===== config.mk =====
export PLATFORM = sky130hd
export DESIGN_NAME = greedy_change_maker_flat
export DESIGN_NICKNAME = d
export VERILOG_FILES = /design/src/hw/rtl/gcm_pkg.sv /design/src/hw/rtl/gcm_if.sv /design/src/hw/rtl/greedy_change_maker.sv /design/src/flat_wrapper.sv
export VERILOG_INCLUDE_DIRS = /design/src /design/src/hw/rtl
export SDC_FILE = /design/constraint.sdc
export NUM_CORES = 1
export LEC_CHECK = 0
export ABC_AREA = 1
export BUFFER_PORTS_ARGS = -buffer_cell sky130_fd_sc_hd__buf_2
export CORE_AREA = 2 2 218 220
export CTS_BUF_LIST = sky130_fd_sc_hd__clkbuf_8 sky130_fd_sc_hd__clkbuf_16
export DETAILED_ROUTE_END_ITERATION = 12
export DIE_AREA = 0 0 220 222
export HOLD_SLACK_MARGIN = 0.08
export MAX_ROUTING_LAYER = met4
export PLACE_DENSITY = 0.81
export SLEW_MARGIN = 30
export SYNTH_ARGS = -nofsm -noshare
export SYNTH_HDL_FRONTEND = slang
export SYNTH_SLANG_ARGS = --single-unit

===== constraint.sdc =====
create_clock -name i_clk -period 3.1 [get_ports i_clk]
set_input_delay 0.31 -clock i_clk [delete_from_list [all_inputs] [get_ports i_clk]]
set_output_delay 0.31 -clock i_clk [all_outputs]
set_load 0.01 [all_outputs]

===== src/hw/rtl/greedy_change_maker_macros.svh =====
// assertion macros used by the greedy change maker rtl
`ifndef GREEDY_CHANGE_MAKER_MACROS_SVH
`define GREEDY_CHANGE_MAKER_MACROS_SVH

// same-cycle implication, checked on i_clk outside reset
`define GCM_ASSERT_NOW(lbl, ante, cons, msg) \
    lbl: assert property (@(posedge i_clk) disable iff (!i_rst_n) (ante) |-> (cons)) \
        else $error(msg);

// next-cycle implication, checked on i_clk outside reset
`define GCM_ASSERT_NEXT(lbl, ante, cons, msg) \
    lbl: assert property (@(posedge i_clk) disable iff (!i_rst_n) (ante) |=> (cons)) \
        else $error(msg);

`endif


===== src/hw/rtl/gcm_pkg.sv =====
`timescale 1ns / 1ps
// ----------------------------------------------------------------------------
// gcm_pkg
// Widths, register indexes and the sequencer program of the change maker.
// ----------------------------------------------------------------------------
package gcm_pkg;

    localparam int MAX_DENOMS = 6;
    localparam int DENOM_W    = 24;
    localparam int AMT_W      = 31;
    localparam int SLOT_W     = 3;
    localparam int CFG_IDX_W  = 3;
    localparam int BIT_CNT_W  = 5;

    // configuration register indexes
    localparam logic [CFG_IDX_W-1:0] REG_IN_USE = 3'd0;
    localparam logic [CFG_IDX_W-1:0] REG_DENOM0 = 3'd1;

    // program steps
    typedef enum logic [2:0] {
        ST_IDLE     = 3'd0,
        ST_SORT     = 3'd1,
        ST_DIV_INIT = 3'd2,
        ST_DIV_STEP = 3'd3,
        ST_WAIT_OUT = 3'd4,
        ST_EMIT     = 3'd5,
        ST_DONE     = 3'd6
    } t_step;

    // jump conditions
    typedef enum logic [2:0] {
        C_NONE,
        C_NO_IN,
        C_PASS_LEFT,
        C_BIT_LEFT,
        C_OUT_BUSY,
        C_MORE,
        C_ALWAYS
    } t_cond;

    // one control word
    typedef struct packed {
        logic  in_rdy;
        logic  sort;
        logic  div_init;
        logic  div_step;
        logic  emit;
        t_cond cond;
        t_step target;
    } t_uword;

    // program rom
    function automatic t_uword ucode(input t_step pc);
        t_uword w;
        w = '{in_rdy: 1'b0, sort: 1'b0, div_init: 1'b0, div_step: 1'b0,
              emit: 1'b0, cond: C_ALWAYS, target: ST_IDLE};
        case (pc)
            ST_IDLE: begin
                w.in_rdy = 1'b1;
                w.cond   = C_NO_IN;
                w.target = ST_IDLE;
            end
            ST_SORT: begin
                w.sort   = 1'b1;
                w.cond   = C_PASS_LEFT;
                w.target = ST_SORT;
            end
            ST_DIV_INIT: begin
                w.div_init = 1'b1;
                w.cond     = C_NONE;
            end
            ST_DIV_STEP: begin
                w.div_step = 1'b1;
                w.cond     = C_BIT_LEFT;
                w.target   = ST_DIV_STEP;
            end
            ST_WAIT_OUT: begin
                w.cond   = C_OUT_BUSY;
                w.target = ST_WAIT_OUT;
            end
            ST_EMIT: begin
                w.emit   = 1'b1;
                w.cond   = C_MORE;
                w.target = ST_DIV_INIT;
            end
            ST_DONE: begin
                w.cond   = C_ALWAYS;
                w.target = ST_IDLE;
            end
            default: begin
                w.cond   = C_ALWAYS;
                w.target = ST_IDLE;
            end
        endcase
        return w;
    endfunction

endpackage


===== src/hw/rtl/gcm_if.sv =====
`timescale 1ns / 1ps
// ----------------------------------------------------------------------------
// gcm_in_if / gcm_out_if
// Valid/ready channels carrying amounts in and note results out.
// ----------------------------------------------------------------------------
interface gcm_in_if;
    import gcm_pkg::*;

    logic             valid;
    logic             ready;
    logic [AMT_W-1:0] amount;

    modport source (output valid, output amount, input ready);
    modport sink   (input valid, input amount, output ready);
endinterface

interface gcm_out_if;
    import gcm_pkg::*;

    logic               valid;
    logic               ready;
    logic [DENOM_W-1:0] denom_value;
    logic [AMT_W-1:0]   note_count;
    logic [AMT_W-1:0]   remaining;
    logic               last_of_run;

    modport source (output valid, output denom_value, output note_count,
                    output remaining, output last_of_run, input ready);
    modport sink   (input valid, input denom_value, input note_count,
                    input remaining, input last_of_run, output ready);
endinterface


===== src/hw/rtl/greedy_change_maker.sv =====
`timescale 1ns / 1ps
// ----------------------------------------------------------------------------
// greedy_change_maker
// Splits an amount into notes by the greedy rule over up to six denominations.
// ----------------------------------------------------------------------------
// One amount is taken at a time and gives one result per denomination in use,
// largest value first (equal values keep slot order), the last one flagged.
// A small microcoded sequencer steps a plain datapath: a load step, odd-even
// compare-exchange passes to sort the slots, then per denomination a setup
// step, a shared bit-serial restoring divider, an output check that waits
// while the previous result is still held with ready low, and an emit step.
// Configuration is taken on any cycle.
module greedy_change_maker (
    input  logic                          i_clk,
    input  logic                          i_rst_n,
    input  logic                          i_cfg_we,
    input  logic [gcm_pkg::CFG_IDX_W-1:0] i_cfg_idx,
    input  logic [gcm_pkg::DENOM_W-1:0]   i_cfg_data,
    gcm_in_if.sink                        i_in,
    gcm_out_if.source                     o_out
);
    import gcm_pkg::*;

    `include "greedy_change_maker_macros.svh"

    // configuration
    logic [SLOT_W-1:0]  r_in_use;
    logic [DENOM_W-1:0] r_denom [MAX_DENOMS];

    // sequencer
    t_step  r_pc, n_pc;
    t_uword w;
    logic   jump;

    // datapath
    logic [DENOM_W-1:0]   r_order [MAX_DENOMS];
    logic [DENOM_W-1:0]   n_order [MAX_DENOMS];
    logic [SLOT_W-1:0]    r_pass;
    logic [SLOT_W-1:0]    r_left;
    logic [BIT_CNT_W-1:0] r_bit;
    logic [AMT_W-1:0]     r_rem;
    logic [AMT_W-1:0]     r_dq;
    logic [DENOM_W-1:0]   r_prem;
    logic [DENOM_W:0]     trial;
    logic [SLOT_W-1:0]    n_slots;
    logic                 in_xfer;
    logic                 out_busy;
    logic                 div_zero;

    // output register
    logic                 r_out_valid;
    logic [DENOM_W-1:0]   r_out_denom;
    logic [AMT_W-1:0]     r_out_cnt;
    logic [AMT_W-1:0]     r_out_rem;
    logic                 r_out_last;

    // configuration writes
    always_ff @(posedge i_clk) begin
        if (!i_rst_n) begin
            r_in_use <= SLOT_W'(1);
            for (int k = 0; k < MAX_DENOMS; k++) r_denom[k] <= DENOM_W'(1);
        end else if (i_cfg_we) begin
            if (i_cfg_idx == REG_IN_USE) r_in_use <= i_cfg_data[SLOT_W-1:0];
            for (int k = 0; k < MAX_DENOMS; k++) begin
                if (i_cfg_idx == REG_DENOM0 + CFG_IDX_W'(k)) r_denom[k] <= i_cfg_data;
            end
        end
    end

    // saturated slot count
    always_comb begin
        if (r_in_use == '0) begin
            n_slots = SLOT_W'(1);
        end else if (r_in_use > SLOT_W'(MAX_DENOMS)) begin
            n_slots = SLOT_W'(MAX_DENOMS);
        end else begin
            n_slots = r_in_use;
        end
    end

    // control word decode
    always_comb begin
        w        = ucode(r_pc);
        in_xfer  = i_in.valid && w.in_rdy;
        out_busy = r_out_valid && !o_out.ready;
    end

    // next step
    always_comb begin
        case (w.cond)
            C_NONE:      jump = 1'b0;
            C_NO_IN:     jump = !i_in.valid;
            C_PASS_LEFT: jump = (r_pass != '0);
            C_BIT_LEFT:  jump = (r_bit != '0);
            C_OUT_BUSY:  jump = out_busy;
            C_MORE:      jump = (r_left != SLOT_W'(1));
            C_ALWAYS:    jump = 1'b1;
            default:     jump = 1'b1;
        endcase
        n_pc = jump ? w.target : t_step'(r_pc + 3'd1);
    end

    always_ff @(posedge i_clk) begin
        if (!i_rst_n) begin
            r_pc <= ST_IDLE;
        end else begin
            r_pc <= n_pc;
        end
    end

    // slot array: load, odd-even compare-exchange, shift out
    always_comb begin
        for (int k = 0; k < MAX_DENOMS; k++) n_order[k] = r_order[k];
        if (in_xfer) begin
            for (int k = 0; k < MAX_DENOMS; k++) begin
                n_order[k] = (SLOT_W'(k) < n_slots) ? r_denom[k] : '0;
            end
        end else if (w.sort) begin
            for (int k = 0; k + 1 < MAX_DENOMS; k++) begin
                if ((k % 2) == int'(r_pass[0]) && r_order[k+1] > r_order[k]) begin
                    n_order[k]   = r_order[k+1];
                    n_order[k+1] = r_order[k];
                end
            end
        end else if (w.emit) begin
            for (int k = 0; k + 1 < MAX_DENOMS; k++) n_order[k] = r_order[k+1];
            n_order[MAX_DENOMS-1] = '0;
        end
    end

    always_ff @(posedge i_clk) begin
        for (int k = 0; k < MAX_DENOMS; k++) r_order[k] <= n_order[k];
    end

    // counters
    always_ff @(posedge i_clk) begin
        if (!i_rst_n) begin
            r_pass <= '0;
            r_left <= '0;
            r_bit  <= '0;
        end else begin
            if (in_xfer) begin
                r_pass <= SLOT_W'(MAX_DENOMS - 1);
                r_left <= n_slots;
            end else if (w.sort && r_pass != '0) begin
                r_pass <= r_pass - SLOT_W'(1);
            end else if (w.emit) begin
                r_left <= r_left - SLOT_W'(1);
            end
            if (w.div_init) begin
                r_bit <= BIT_CNT_W'(AMT_W - 1);
            end else if (w.div_step && r_bit != '0) begin
                r_bit <= r_bit - BIT_CNT_W'(1);
            end
        end
    end

    // restoring divider, one quotient bit a cycle
    assign trial    = {r_prem, r_dq[AMT_W-1]} - {1'b0, r_order[0]};
    assign div_zero = (r_order[0] == '0);

    always_ff @(posedge i_clk) begin
        if (in_xfer) r_rem <= i_in.amount;
        if (w.div_init) begin
            r_dq   <= r_rem;
            r_prem <= '0;
        end else if (w.div_step) begin
            if (!trial[DENOM_W]) begin
                r_prem <= trial[DENOM_W-1:0];
                r_dq   <= {r_dq[AMT_W-2:0], 1'b1};
            end else begin
                r_prem <= {r_prem[DENOM_W-2:0], r_dq[AMT_W-1]};
                r_dq   <= {r_dq[AMT_W-2:0], 1'b0};
            end
        end else if (w.emit && !div_zero) begin
            r_rem <= AMT_W'(r_prem);
        end
    end

    // output register
    always_ff @(posedge i_clk) begin
        if (!i_rst_n) begin
            r_out_valid <= 1'b0;
        end else if (w.emit) begin
            r_out_valid <= 1'b1;
        end else if (o_out.ready) begin
            r_out_valid <= 1'b0;
        end
    end

    always_ff @(posedge i_clk) begin
        if (w.emit) begin
            r_out_denom <= r_order[0];
            r_out_cnt   <= div_zero ? '0 : r_dq;
            r_out_rem   <= div_zero ? r_rem : AMT_W'(r_prem);
            r_out_last  <= (r_left == SLOT_W'(1));
        end
    end

    assign i_in.ready        = w.in_rdy;
    assign o_out.valid       = r_out_valid;
    assign o_out.denom_value = r_out_denom;
    assign o_out.note_count  = r_out_cnt;
    assign o_out.remaining   = r_out_rem;
    assign o_out.last_of_run = r_out_last;

    // checks
    `GCM_ASSERT_NEXT(a_accept_sorts, in_xfer, r_pc == ST_SORT, "accepted amount did not start sort")
    `GCM_ASSERT_NEXT(a_div_ends, (r_pc == ST_DIV_STEP) && (r_bit == '0), r_pc == ST_WAIT_OUT, "divider overran")
    `GCM_ASSERT_NOW(a_rem_bound, w.emit && !div_zero, r_prem < r_order[0], "remainder not below divisor")
    `GCM_ASSERT_NOW(a_emit_free, w.emit, !r_out_valid, "emit onto occupied output register")
    `GCM_ASSERT_NOW(a_rose_emit, $rose(r_out_valid), $past(r_pc) == ST_EMIT, "result shown without emit")

endmodule


===== src/flat_wrapper.sv =====
// flat-port wrapper written by rule: the top's interface ports become plain ports
module greedy_change_maker_flat import gcm_pkg::*;
  (i_clk, i_rst_n, i_cfg_we, i_cfg_idx, i_cfg_data, i_in_valid, i_in_amount, i_in_ready, o_out_valid, o_out_denom_value, o_out_note_count, o_out_remaining, o_out_last_of_run, o_out_ready);
  gcm_in_if i_in_i ();
  gcm_out_if o_out_i ();
  input  logic i_clk;
  input  logic i_rst_n;
  input  logic i_cfg_we;
  input  logic [gcm_pkg::CFG_IDX_W-1:0] i_cfg_idx;
  input  logic [gcm_pkg::DENOM_W-1:0] i_cfg_data;
  input wire logic [$bits(i_in_i.valid)-1:0] i_in_valid;
  input wire logic [$bits(i_in_i.amount)-1:0] i_in_amount;
  output wire logic [$bits(i_in_i.ready)-1:0] i_in_ready;
  output wire logic [$bits(o_out_i.valid)-1:0] o_out_valid;
  output wire logic [$bits(o_out_i.denom_value)-1:0] o_out_denom_value;
  output wire logic [$bits(o_out_i.note_count)-1:0] o_out_note_count;
  output wire logic [$bits(o_out_i.remaining)-1:0] o_out_remaining;
  output wire logic [$bits(o_out_i.last_of_run)-1:0] o_out_last_of_run;
  input wire logic [$bits(o_out_i.ready)-1:0] o_out_ready;
  assign i_in_i.valid = i_in_valid;
  assign i_in_i.amount = i_in_amount;
  assign i_in_ready = i_in_i.ready;
  assign o_out_valid = o_out_i.valid;
  assign o_out_denom_value = o_out_i.denom_value;
  assign o_out_note_count = o_out_i.note_count;
  assign o_out_remaining = o_out_i.remaining;
  assign o_out_last_of_run = o_out_i.last_of_run;
  assign o_out_i.ready = o_out_ready;
  greedy_change_maker u_core (.i_clk(i_clk), .i_rst_n(i_rst_n), .i_cfg_we(i_cfg_we), .i_cfg_idx(i_cfg_idx), .i_cfg_data(i_cfg_data), .i_in(i_in_i), .o_out(o_out_i));
endmodule

==> flow_summary_export.csv, run 1 <==
group,metric,value,unit
clocking,cts_buffer_depth,3,
floorplanning,die_x,220,um
route,drtAntennaViolNets,0,
finish,fin_util,63.5,%
sta,skew,0.0132,ns
worst_setup_path,path_class,"flip-flop to flip-flop",
sta,whs,0.115,ns
finish,area_delta_synth_final,13.7,%
finish,instances_no_fill,3770,
global_routing,grt_use_total,29.2,%
clocking,cts_tree,"yes",
finish,fin_nets,3340,
outcome,status,"finished, final reports clean",
worst_setup_path,endpoint_kind,"flip-flop",
placed_design,dpl_worst_slack,0.441,ns
finish,fin_area,29400,um^2
sta,setup_ws,0.344,ns
sta,layout_min_cycle_time,2.76,ns
finish,antenna_cells,0,
floorplanning,core-area,46300,um^2
floorplanning,die_y,222,um
clocking,numCtsBuffers,50,
power,power,31.4,mW
global_routing,overflow,0,
yosys,yosysTopAreaCellShare,47.2,%
yosys,ys_seq_area_share,52.9,%
finish,final_cell_mix,"nand2_1 (879), inv_1 (415), edfxtp_1 (406), nand3_1 (224), nor2_1 (222)",
yosys,ys_types,48,
route,routed_wl,68.8,mm
global_routing,grt_pass1_wl,108,mm
yosys,ys.flop_type,"edfxtp_1",
route,vias,21000,
yosys,yosysTopAreaCell,"edfxtp_1",
yosys,synth.cell_area,25800,um^2
power,total_leakage_power,13.5,nW
sta,worst_slew_pin_slew,0.823,ns
sta,maxSlewViolCount,0,
sta,fin_setup_tns,0,ns
placed_design,dpl_cell_area,27200,um^2
clocking,postCtsSetupBuffers,0,
yosys,syn_inst,2952,
clocking,clk_pin_slew,0.07,ns
placed_design,dp_cells,3644,
worst_setup_path,r2r_slack,0.34,ns
sta,finalSetupViolations,0,
finish,drive_gt1_share,11.1,%
yosys,synth_nets,3170,
placed_design,gp_congestion,0.934,
global_routing,grt_pass1_vias,20600,
global_routing,antenna_found_initial,0,
floorplanning,start_util,55.8,%
yosys,async_flop_share,0,%
yosys,synth_area_per_cell,8.75,um^2
clocking,cts.sinks,479,
min_path,hold_class,"input pin to flip-flop",
sta,slew_headroom,45.2,%
yosys,yosysWarnings,0,
sta,hold_viol,0,
route,wl_per_cell,18.3,um
global_routing,grt_max_degree,88,
power,max-vdd-ir-drop,0.608,mV
placed_design,dp_hpwl,51.1,mm
floorplanning,row_count,79,
worst_setup_path,cp-start-kind,"flip-flop",
floorplanning,die-area,48800,um^2
clocking,cts_root_buf,"clkbuf_16",
sta,period_share,88.9,%
worst_setup_path,crit_fanout,24,
route,drt-vias-per-instance,5.56,
yosys,ys_ff_latch,479,
placed_design,place.port_buffers,151,
yosys,synth-edff-count,406,
power,p_per_area,1070,nW/um^2
worst_setup_path,cp.required,3.39,ns
worst_setup_path,arrival,3.04,ns
sta,fmax,0.363,GHz
route,drc,0,
clocking,htreeDepth,2,
clocking,clk-insertion-delay-late,0.59,ns
finish,final_common_cell,"nand2_1",
route,drt_iter0_drc,2136,
route,dr.pass1.iters,6,
floorplanning,pin_count,152,
yosys,synth.top_cells.by_area,"edfxtp_1 (47%), nand2_1 (13%), ha_1 (7.5%)",
job,maxCapViolations,0,
sta,rsz0062_at_grt,"no",
final cells by class:
| class | instances | area (um^2) |
|---|---|---|
| multi-input combinational | 1937 | 10000 |
| timing repair buffer | 237 | 1570 |
| clock buffer | 58 | 1400 |
| clock inverter | 35 | 384 |
| fill | 3799 | 16900 |
| sequential | 479 | 13700 |
| inverter | 417 | 1570 |
| tap | 607 | 759 |
critical path, stage by stage, from the launching register on:
cell	delay [ns]
edfxtp_1	0.39
inv_1	0.10
ha_1	0.30
nand2_1	0.07
nor2_1	0.24
nand4_1	0.23
nor2_1	0.20
nand2_1	0.07
nand3_1	0.09
nand2_2	0.20
nand2_1	0.12
nor2_1	0.06
nor2_2	0.15
buf_12	0.21
kinds of logic (layout without fill, tap and decap cells):
| kind of cell | Yosys count | count (layout) | synth area share (%) |
|---|---|---|---|
| and+or+nand+nor | 1466 | 1466 | 24.1 |
| buffers and inverters | 536 | 747 | 8.48 |
| DFF | 479 | 479 | 52.9 |
| AOI/OAI and AO/OA | 304 | 304 | 6.56 |
| adders and majority gates | 155 | 155 | 7.54 |
| xor gates and xnor gates | 12 | 12 | 0.407 |
worst paths after layout:
path | from | end | cells past startpoint
worst max-delay path | u_core.r_order[4][15] | u_core.r_order[4][9] | 13
worst min-delay path | i_in_amount[14] | u_core.r_rem[14] | 5
worst max register to register | u_core.r_order[4][15] | u_core.r_order[4][9] | 13
worst min register to register | u_core.r_order[0][4] | u_core.o_out.denom_value[4] | 0
cell usage after synthesis, types with 2 or more instances:
cell type    n
edfxtp_1   406
nor2_4       4
nand2_4      2
o21ai_1      7
clkbuf_1    58
nor3_2       2
nand3b_1     7
inv_1      414
o31ai_1     24
and2_1       2
nand3_1    225
a21oi_1    113
o21ai_0    117
nor2_2       4
buf_4       12
nand3_2     15
nand4_1     62
inv_2        2
buf_1        8
xor2_1       5
o21a_1       8
o21bai_1     4
a21oi_2      2
o22ai_1      2
dfxtp_1     73
nor4_1       5
nand2_1    880
xnor2_1      7
buf_6        8
o211ai_1    18
clkbuf_8     3
ha_1       154
nand2_2     19
nor2_1     224
buf_2       29
nor3_1      12
a31oi_1      4
layer usage:
layer  share of wire, %  global-route usage [%]  vias to the layer above
met1                 40                    36.4                     9836
li1                   -                       -                    10100
met4                3.2                    10.1                        0
met3                6.9                    3.07                      156
met5                  0                       -                        -
met2                 50                    49.3                      907
power breakdown:
| group | total, mW | switching, mW | internal (mW) |
|---|---|---|---|
| clock network | 6.44 | 2.56 | 3.88 |
| logic | 13.8 | 9.22 | 4.59 |
| registers | 11.2 | 1.51 | 9.65 |
sequential cells by signal, indices dropped and copies added, names as in the netlist:
name	flops
u_core.o_out.denom_value	24
u_core.o_out.last_of_run	1
u_core.o_out.note_count	31
u_core.o_out.remaining	31
u_core.o_out.valid	1
u_core.r_bit	5
u_core.r_denom	144
u_core.r_dq	31
u_core.r_in_use	3
u_core.r_left	3
u_core.r_order	144
u_core.r_pass	3
u_core.r_pc	3
u_core.r_prem	24
u_core.r_rem	31
timing repair:
action / 4_1_cts / 5_1_grt
endpoints found under the hold margin: 33 / 0
gates resized for setup: 0 / 0
hold buffers: 33 / 0
No activity file was read; power rests on OpenSTA's default activity.
==> run 2, diff against run 1 <==
Settings changed: CORE_AREA 2 2 218 220 to 2 2 258 260, DIE_AREA 0 0 220 222 to 0 0 260 262, PLACE_DENSITY 0.81 to 0.54.
==> run 2 against run 1 <==
  * Non-clock buffer count is 1 lower
  * Sequential share of layout area fell by 0.45 points
  * Power is 0.89% lower
  * Via count fell by 3.7%
  * Final area up 0.98%
  * Final cell count rose by 7.0%
  * Clock skew up 0.0090 ns
  * Die area increased by 39%
  * First-iteration DRC count shrank 34%
  * Maximum frequency is 1.3% lower
  * Combinational power hardly changed
  * Wire length increased by 7.1%
  * Critical path type unchanged
==> flow_summary_export.csv, run 2 (same netlist as run 1, synthesis figures left out) <==
group,metric,value,unit
power,power_frac_seq,36.1,%
sta,worst_slew_pin_slew,0.841,ns
route,drc,0,
route,vias,20200,
sta,layout_min_cycle_time,2.79,ns
placed_design,dpl_cell_area,27600,um^2
worst_setup_path,critPathTopFamily,"simple AND/OR/NAND/NOR gates",
route,drt_iter0_drc,1408,
clocking,numCtsBuffers,54,
sta,setup_ws,0.307,ns
global_routing,grt_max_degree,73,
clocking,clk-insertion-delay-late,0.62,ns
finish,fin_nets,3343,
placed_design,dp_hpwl,56.1,mm
finish,top_regs,"u_core.r_denom: 144 flops, u_core.r_order: 144 flops",
global_routing,grt_pass1_vias,20200,
sta,hold_viol,0,
global_routing,grt_use_total,22.4,%
placed_design,place.port_buffers,151,
sta,fmax,0.358,GHz
clocking,cts_tree,"yes",
power,p_sw,13.4,mW
floorplanning,core-area,65300,um^2
clocking,post_cts_resized,0,
finish,nFillCells,6458,
worst_setup_path,cp-start-kind,"flip-flop",
worst_setup_path,path_cells,"ha_1 -> fa_1 -> inv_1 -> nand2_1 -> nand2_1 -> nand3_1 -> nand2_2 -> nand2_2 -> nand3_2 -> nand2_4 -> nand2_4 -> nand2_1 -> nand3_1 -> a21oi_1",
finish,multiInputGateArea,10000,um^2
power,power,31.1,mW
floorplanning,pin_count,152,
global_routing,overflow,0,
power,p_per_area,1050,nW/um^2
finish,area_delta_synth_final,14.8,%
sta,maxSlewViolCount,0,
sta,slew_headroom,43.9,%
power,pwr-share-clk,20.1,%
outcome,status,"finished, final reports clean",
worst_setup_path,path_class,"flip-flop to flip-flop",
floorplanning,row_count,94,
finish,seqCellArea,13700,um^2
finish,final_common_cell,"nand2_1",
sta,finalSetupViolations,0,
job,maxCapViolations,0,
floorplanning,die-area,68100,um^2
global_routing,grt_pass1_wl,114,mm
placed_design,gp_congestion,0.898,
route,wl_per_cell,18.3,um
finish,fin_area,29600,um^2
route,routed_wl,73.8,mm
floorplanning,die_x,260,um
sta,skew,0.0222,ns
power,combPwrFrac,43.8,%
power,max-vdd-ir-drop,0.596,mV
sta,period_share,90.1,%
finish,drive_gt1_share,10.9,%
worst_setup_path,cp_slowest_cell,"edfxtp_1",
floorplanning,die_y,262,um
worst_setup_path,path_buf_inv,1,
worst_setup_path,crit_fanout,22,
sta,whs,0.135,ns
worst_setup_path,cpMostUsedCell,"nand2_1",
finish,final_cell_mix,"nand2_1 (879), inv_1 (426), edfxtp_1 (406), nand3_1 (224), nor2_1 (222)",
route,drtAntennaViolNets,0,
worst_setup_path,cp.required,3.58,ns
clocking,cts_root_buf,"clkbuf_16",
clocking,clk_pin_slew,0.06,ns
power,total_leakage_power,13.6,nW
worst_setup_path,endpoint_kind,"flip-flop",
floorplanning,start_util,39.6,%
power,sw_frac_of_total,43.0,%
route,drt-vias-per-instance,5.01,
route,dr.pass1.iters,7,
power,p_int,17.8,mW
worst_setup_path,crit_path_max_incr_delay,0.48,ns
min_path,hold_class,"input pin to flip-flop",
finish,antenna_cells,0,
sta,fin_setup_tns,0,ns
clocking,cts_buffer_depth,3,
worst_setup_path,arrival,3.27,ns
sta,rsz0062_at_grt,"no",
placed_design,dpl_worst_slack,0.330,ns
global_routing,antenna_found_initial,0,
clocking,htreeDepth,2,
clocking,cts.sinks,479,
-- run 2: cell count changes in the layout (fill, tap and decap cells not counted), sizes merged --
cell and delta:
dlygate4sd3 -1, bufinv -6, inv +9, clkbuf +6
clkinvlp -2
-- run 2: path summary, 6_finish.rpt --
kind                                           start                     endpoint  slack, ns  cells after the start
worst max register to register  u_core.r_order[0][0]             u_core.r_prem[3]       0.31                     14
worst max-delay path            u_core.r_order[0][0]             u_core.r_prem[3]       0.31                     14
worst min-delay path                   i_cfg_data[1]           u_core.r_in_use[1]       0.14                      3
worst min register to register  u_core.r_order[0][6]  u_core.o_out.denom_value[6]       0.46                      0
-- run 2: routing by layer --
layer	track usage, %	up-vias	wire length (um)
met5	-	-	0
met3	2.58	139	3220
met4	7.38	0	2420
li1	-	10100	-
met1	28.2	9510	32500
met2	37.6	472	35600
-- run 2: stage by stage --
stage / std cells / util [%]
after global placement: 3900 / 42.2
final: 4033 / 45.4
after detailed placement: 3900 / 42.2
after global routing: 4033 / 45.4
after floorplan: 2952 / -
after CTS: 4032 / 45.4
-- run 2: worst register-to-register path, cell delays in order, from the launching register on --
cell	delay (ns)
edfxtp_1	0.48
ha_1	0.30
fa_1	0.42
inv_1	0.12
nand2_1	0.06
nand2_1	0.07
nand3_1	0.09
nand2_2	0.14
nand2_2	0.11
nand3_2	0.12
nand2_4	0.21
nand2_4	0.29
nand2_1	0.11
nand3_1	0.08
a21oi_1	0.06
-- run 2: cell type report --
| class | instances | area share, % |
|---|---|---|
| multi-input cells | 1937 | 33.9 |
| flip-flops and latches | 479 | 46.1 |
| well taps | 864 | 3.65 |
| repair buffers | 236 | 5.29 |
| clock buffers | 64 | 5.06 |
| inverters | 417 | 5.30 |
| clock inverters | 36 | 0.764 |
-- run 2: repair_timing --
action | CTS | global route
endpoints found under the hold margin | 32 | 0
hold buffers | 32 | 0
setup buffers | 0 | 0
-- run 2: power groups by stage --
stage          Clock (mW)  Sequential, mW  Combinational [mW]
6_report             6.25            11.2                13.6
5_1_grt              6.64            11.4                15.7
4_1_cts              6.40            11.2                13.7
3_5_place_dp            0            11.3                13.6
3_3_place_gp            0            11.3                13.4
2_1_floorplan           0            10.7                9.90
==> run 3, diff against run 2 <==
--- a/config.mk
+++ b/config.mk
@@ -21 +21,2 @@
 export SYNTH_SLANG_ARGS = --single-unit
+export TNS_END_PERCENT = 5
==> constraint.sdc (replaced) <==
create_clock -name i_clk -period 3.1 [get_ports i_clk]
set_input_delay 0.155 -clock i_clk [delete_from_list [all_inputs] [get_ports i_clk]]
set_output_delay 0.155 -clock i_clk [all_outputs]
set_load 0.01 [all_outputs]
==> run 3 against run 2 <==
  * Clock skew fell by 0.0081 ns
  * Critical path depth fell by 5
  * Largest power group unchanged
  * Non-clock buffer count rose by 31
  * Via count rose by 0.94%
  * Power barely moved
  * Flip-flop and latch count did not move
  * Highest routed layer unchanged
  * Core utilization rose by 0.50 points
==> flow_summary_export.csv, run 3 (same netlist as run 1, synthesis figures left out) <==
group,metric,value,unit
worst_setup_path,critPathTopFamily,"simple AND/OR/NAND/NOR gates",
route,wl_per_cell,18.3,um
global_routing,grt_pass1_wl,116,mm
worst_setup_path,r2r_slack,0.32,ns
sta,layout_min_cycle_time,2.78,ns
power,total_leakage_power,13.7,nW
worst_setup_path,r2r.worst_path.cells,9,
route,drtAntennaViolNets,0,
sta,finalSetupViolations,0,
clocking,cts_buffer_depth,3,
floorplanning,pin_count,152,
global_routing,grt_pass1_vias,20600,
sta,slew_headroom,37.5,%
route,routed_wl,74.4,mm
sta,fin_setup_tns,0,ns
sta,hold_viol,0,
placed_design,gp_congestion,0.917,
min_path,min_to,"u_core.r_denom[0][17]",
sta,period_share,89.7,%
route,dr.pass1.iters,5,
worst_setup_path,timing.rr.start,"u_core.r_order[3][5]",
sta,worst_slew_pin_slew,0.937,ns
clocking,clk-insertion-delay-late,0.61,ns
worst_setup_path,reg2reg_to,"u_core.r_order[2][14]",
clocking,clk_pin_slew,0.06,ns
finish,area_delta_synth_final,16.1,%
power,power,31.2,mW
placed_design,dp_hpwl,55.8,mm
floorplanning,row_count,94,
worst_setup_path,path_cells,"ha_1 -> nand2_1 -> nor4_1 -> a21oi_2 -> nand2_1 -> nand2_2 -> nor2_1 -> a21oi_2 -> buf_12",
finish,fin_util,45.9,%
finish,top_regs,"u_core.r_denom: 144 flops, u_core.r_order: 144 flops",
sta,rsz0062_at_grt,"no",
sta,fmax,0.360,GHz
worst_setup_path,arrival,3.14,ns
power,p_per_area,1040,nW/um^2
floorplanning,start_util,39.6,%
sta,skew,0.0141,ns
clocking,cts_tree,"yes",
finish,drive_gt1_share,10.9,%
global_routing,antenna_found_initial,0,
route,drc,0,
sta,maxSlewViolCount,0,
finish,nFillCells,6448,
clocking,cts_root_buf,"clkbuf_16",
worst_setup_path,crit_path_max_incr_delay,0.73,ns
route,vias,20400,
outcome,status,"finished, final reports clean",
floorplanning,die_y,262,um
worst_setup_path,crit_fanout,24,
placed_design,dpl_worst_slack,0.391,ns
finish,antenna_cells,0,
global_routing,grt_max_degree,88,
route,drt-vias-per-instance,5.02,
sta,setup_ws,0.319,ns
clocking,numCtsBuffers,53,
worst_setup_path,path_buf_inv,1,
min_path,hold_start,"i_cfg_data[17]",
min_path,hold_depth,3,
floorplanning,core-area,65300,um^2
worst_setup_path,endpoint_kind,"flip-flop",
min_path,hold_class,"input pin to flip-flop",
worst_setup_path,path_class,"flip-flop to flip-flop",
clocking,cts.sinks,479,
floorplanning,die_x,260,um
finish,final_common_cell,"nand2_1",
floorplanning,die-area,68100,um^2
worst_setup_path,cp.required,3.45,ns
placed_design,place.port_buffers,151,
sta,whs,0.133,ns
route,drt_iter0_drc,1457,
finish,final_cell_mix,"nand2_1 (879), inv_1 (422), edfxtp_1 (406), nand3_1 (224), nor2_1 (222)",
global_routing,grt_use_total,22.7,%
power,max-vdd-ir-drop,0.480,mV
worst_setup_path,cp-start-kind,"flip-flop",
global_routing,overflow,0,
finish,fin_nets,3373,
worst_setup_path,cp_slowest_cell,"nor4_1",
job,maxCapViolations,0,
clocking,htreeDepth,2,
## run 3: cell types whose count changed in the layout (fill, tap and decap cells not counted), sizes merged
cell,change
clkbuf,-1
clkinvlp,-1
dlygate4sd3,+35
inv,-2
buf,-4
clkinv,+2
## run 3: worst max-delay path by stage
stage | startpoint | cells past startpoint | slack, ns | endpoint
after floorplan | u_core.r_pc[1] | 10 | -0.21 | u_core.r_pc[1]
after global placement | u_core.r_order[0][0] | 13 | 0.42 | u_core.r_prem[1]
after detailed placement | u_core.r_order[3][15] | 12 | 0.39 | u_core.r_order[4][7]
after CTS | u_core.r_order[2][7] | 11 | 0.37 | u_core.r_order[1][3]
after global routing | u_core.r_order[1][17] | 13 | 0.09 | u_core.r_order[1][8]
final | u_core.r_order[3][5] | 9 | 0.32 | u_core.r_order[2][14]
## run 3: layout make-up
class	count	area, um^2	area share, %
flip-flops and latches	479	13700	45.6
clock buffers	63	1500	5.00
clock inverters	35	210	0.701
inverters	417	1570	5.23
repair buffers	267	1910	6.39
well taps	864	1080	3.61
multi-input cells	1937	10000	33.5
## run 3: what timing repair did
| item | CTS | global route |
|---|---|---|
| resized for setup | 0 | 0 |
| hold endpoints to repair | 169 | 0 |
| hold buffers | 67 | 0 |
| buffers inserted | 0 | 0 |
## run 3: per-stage QoR
step	std cells	cell area [um^2]
floorplan	2952	25800
global placement	3896	27600
detailed placement	3896	27600
CTS	4061	29900
global route	4062	30000
finish	4062	30000
## run 3: metal layers
metal / up-vias / GRT usage, % / share of wire [%]
met5: - / - / 0
met1: 9593 / 29.0 / 44
li1: 10100 / - / -
met2: 528 / 38.2 / 48
met3: 126 / 2.45 / 4.6
met4: 0 / 6.45 / 2.7
## run 3: power breakdown
part	total (mW)	internal, mW	switching [mW]
combinational	13.8	4.58	9.21
clock	6.23	3.58	2.65
sequential	11.1	9.65	1.50
## run 3: worst register-to-register path, stage by stage, from the launching register on
cell and delay, ns:
edfxtp_1 0.49, ha_1 0.36, nand2_1 0.09, nor4_1 0.73, a21oi_2 0.12, nand2_1 0.12
nand2_2 0.05, nor2_1 0.26, a21oi_2 0.12, buf_12 0.19
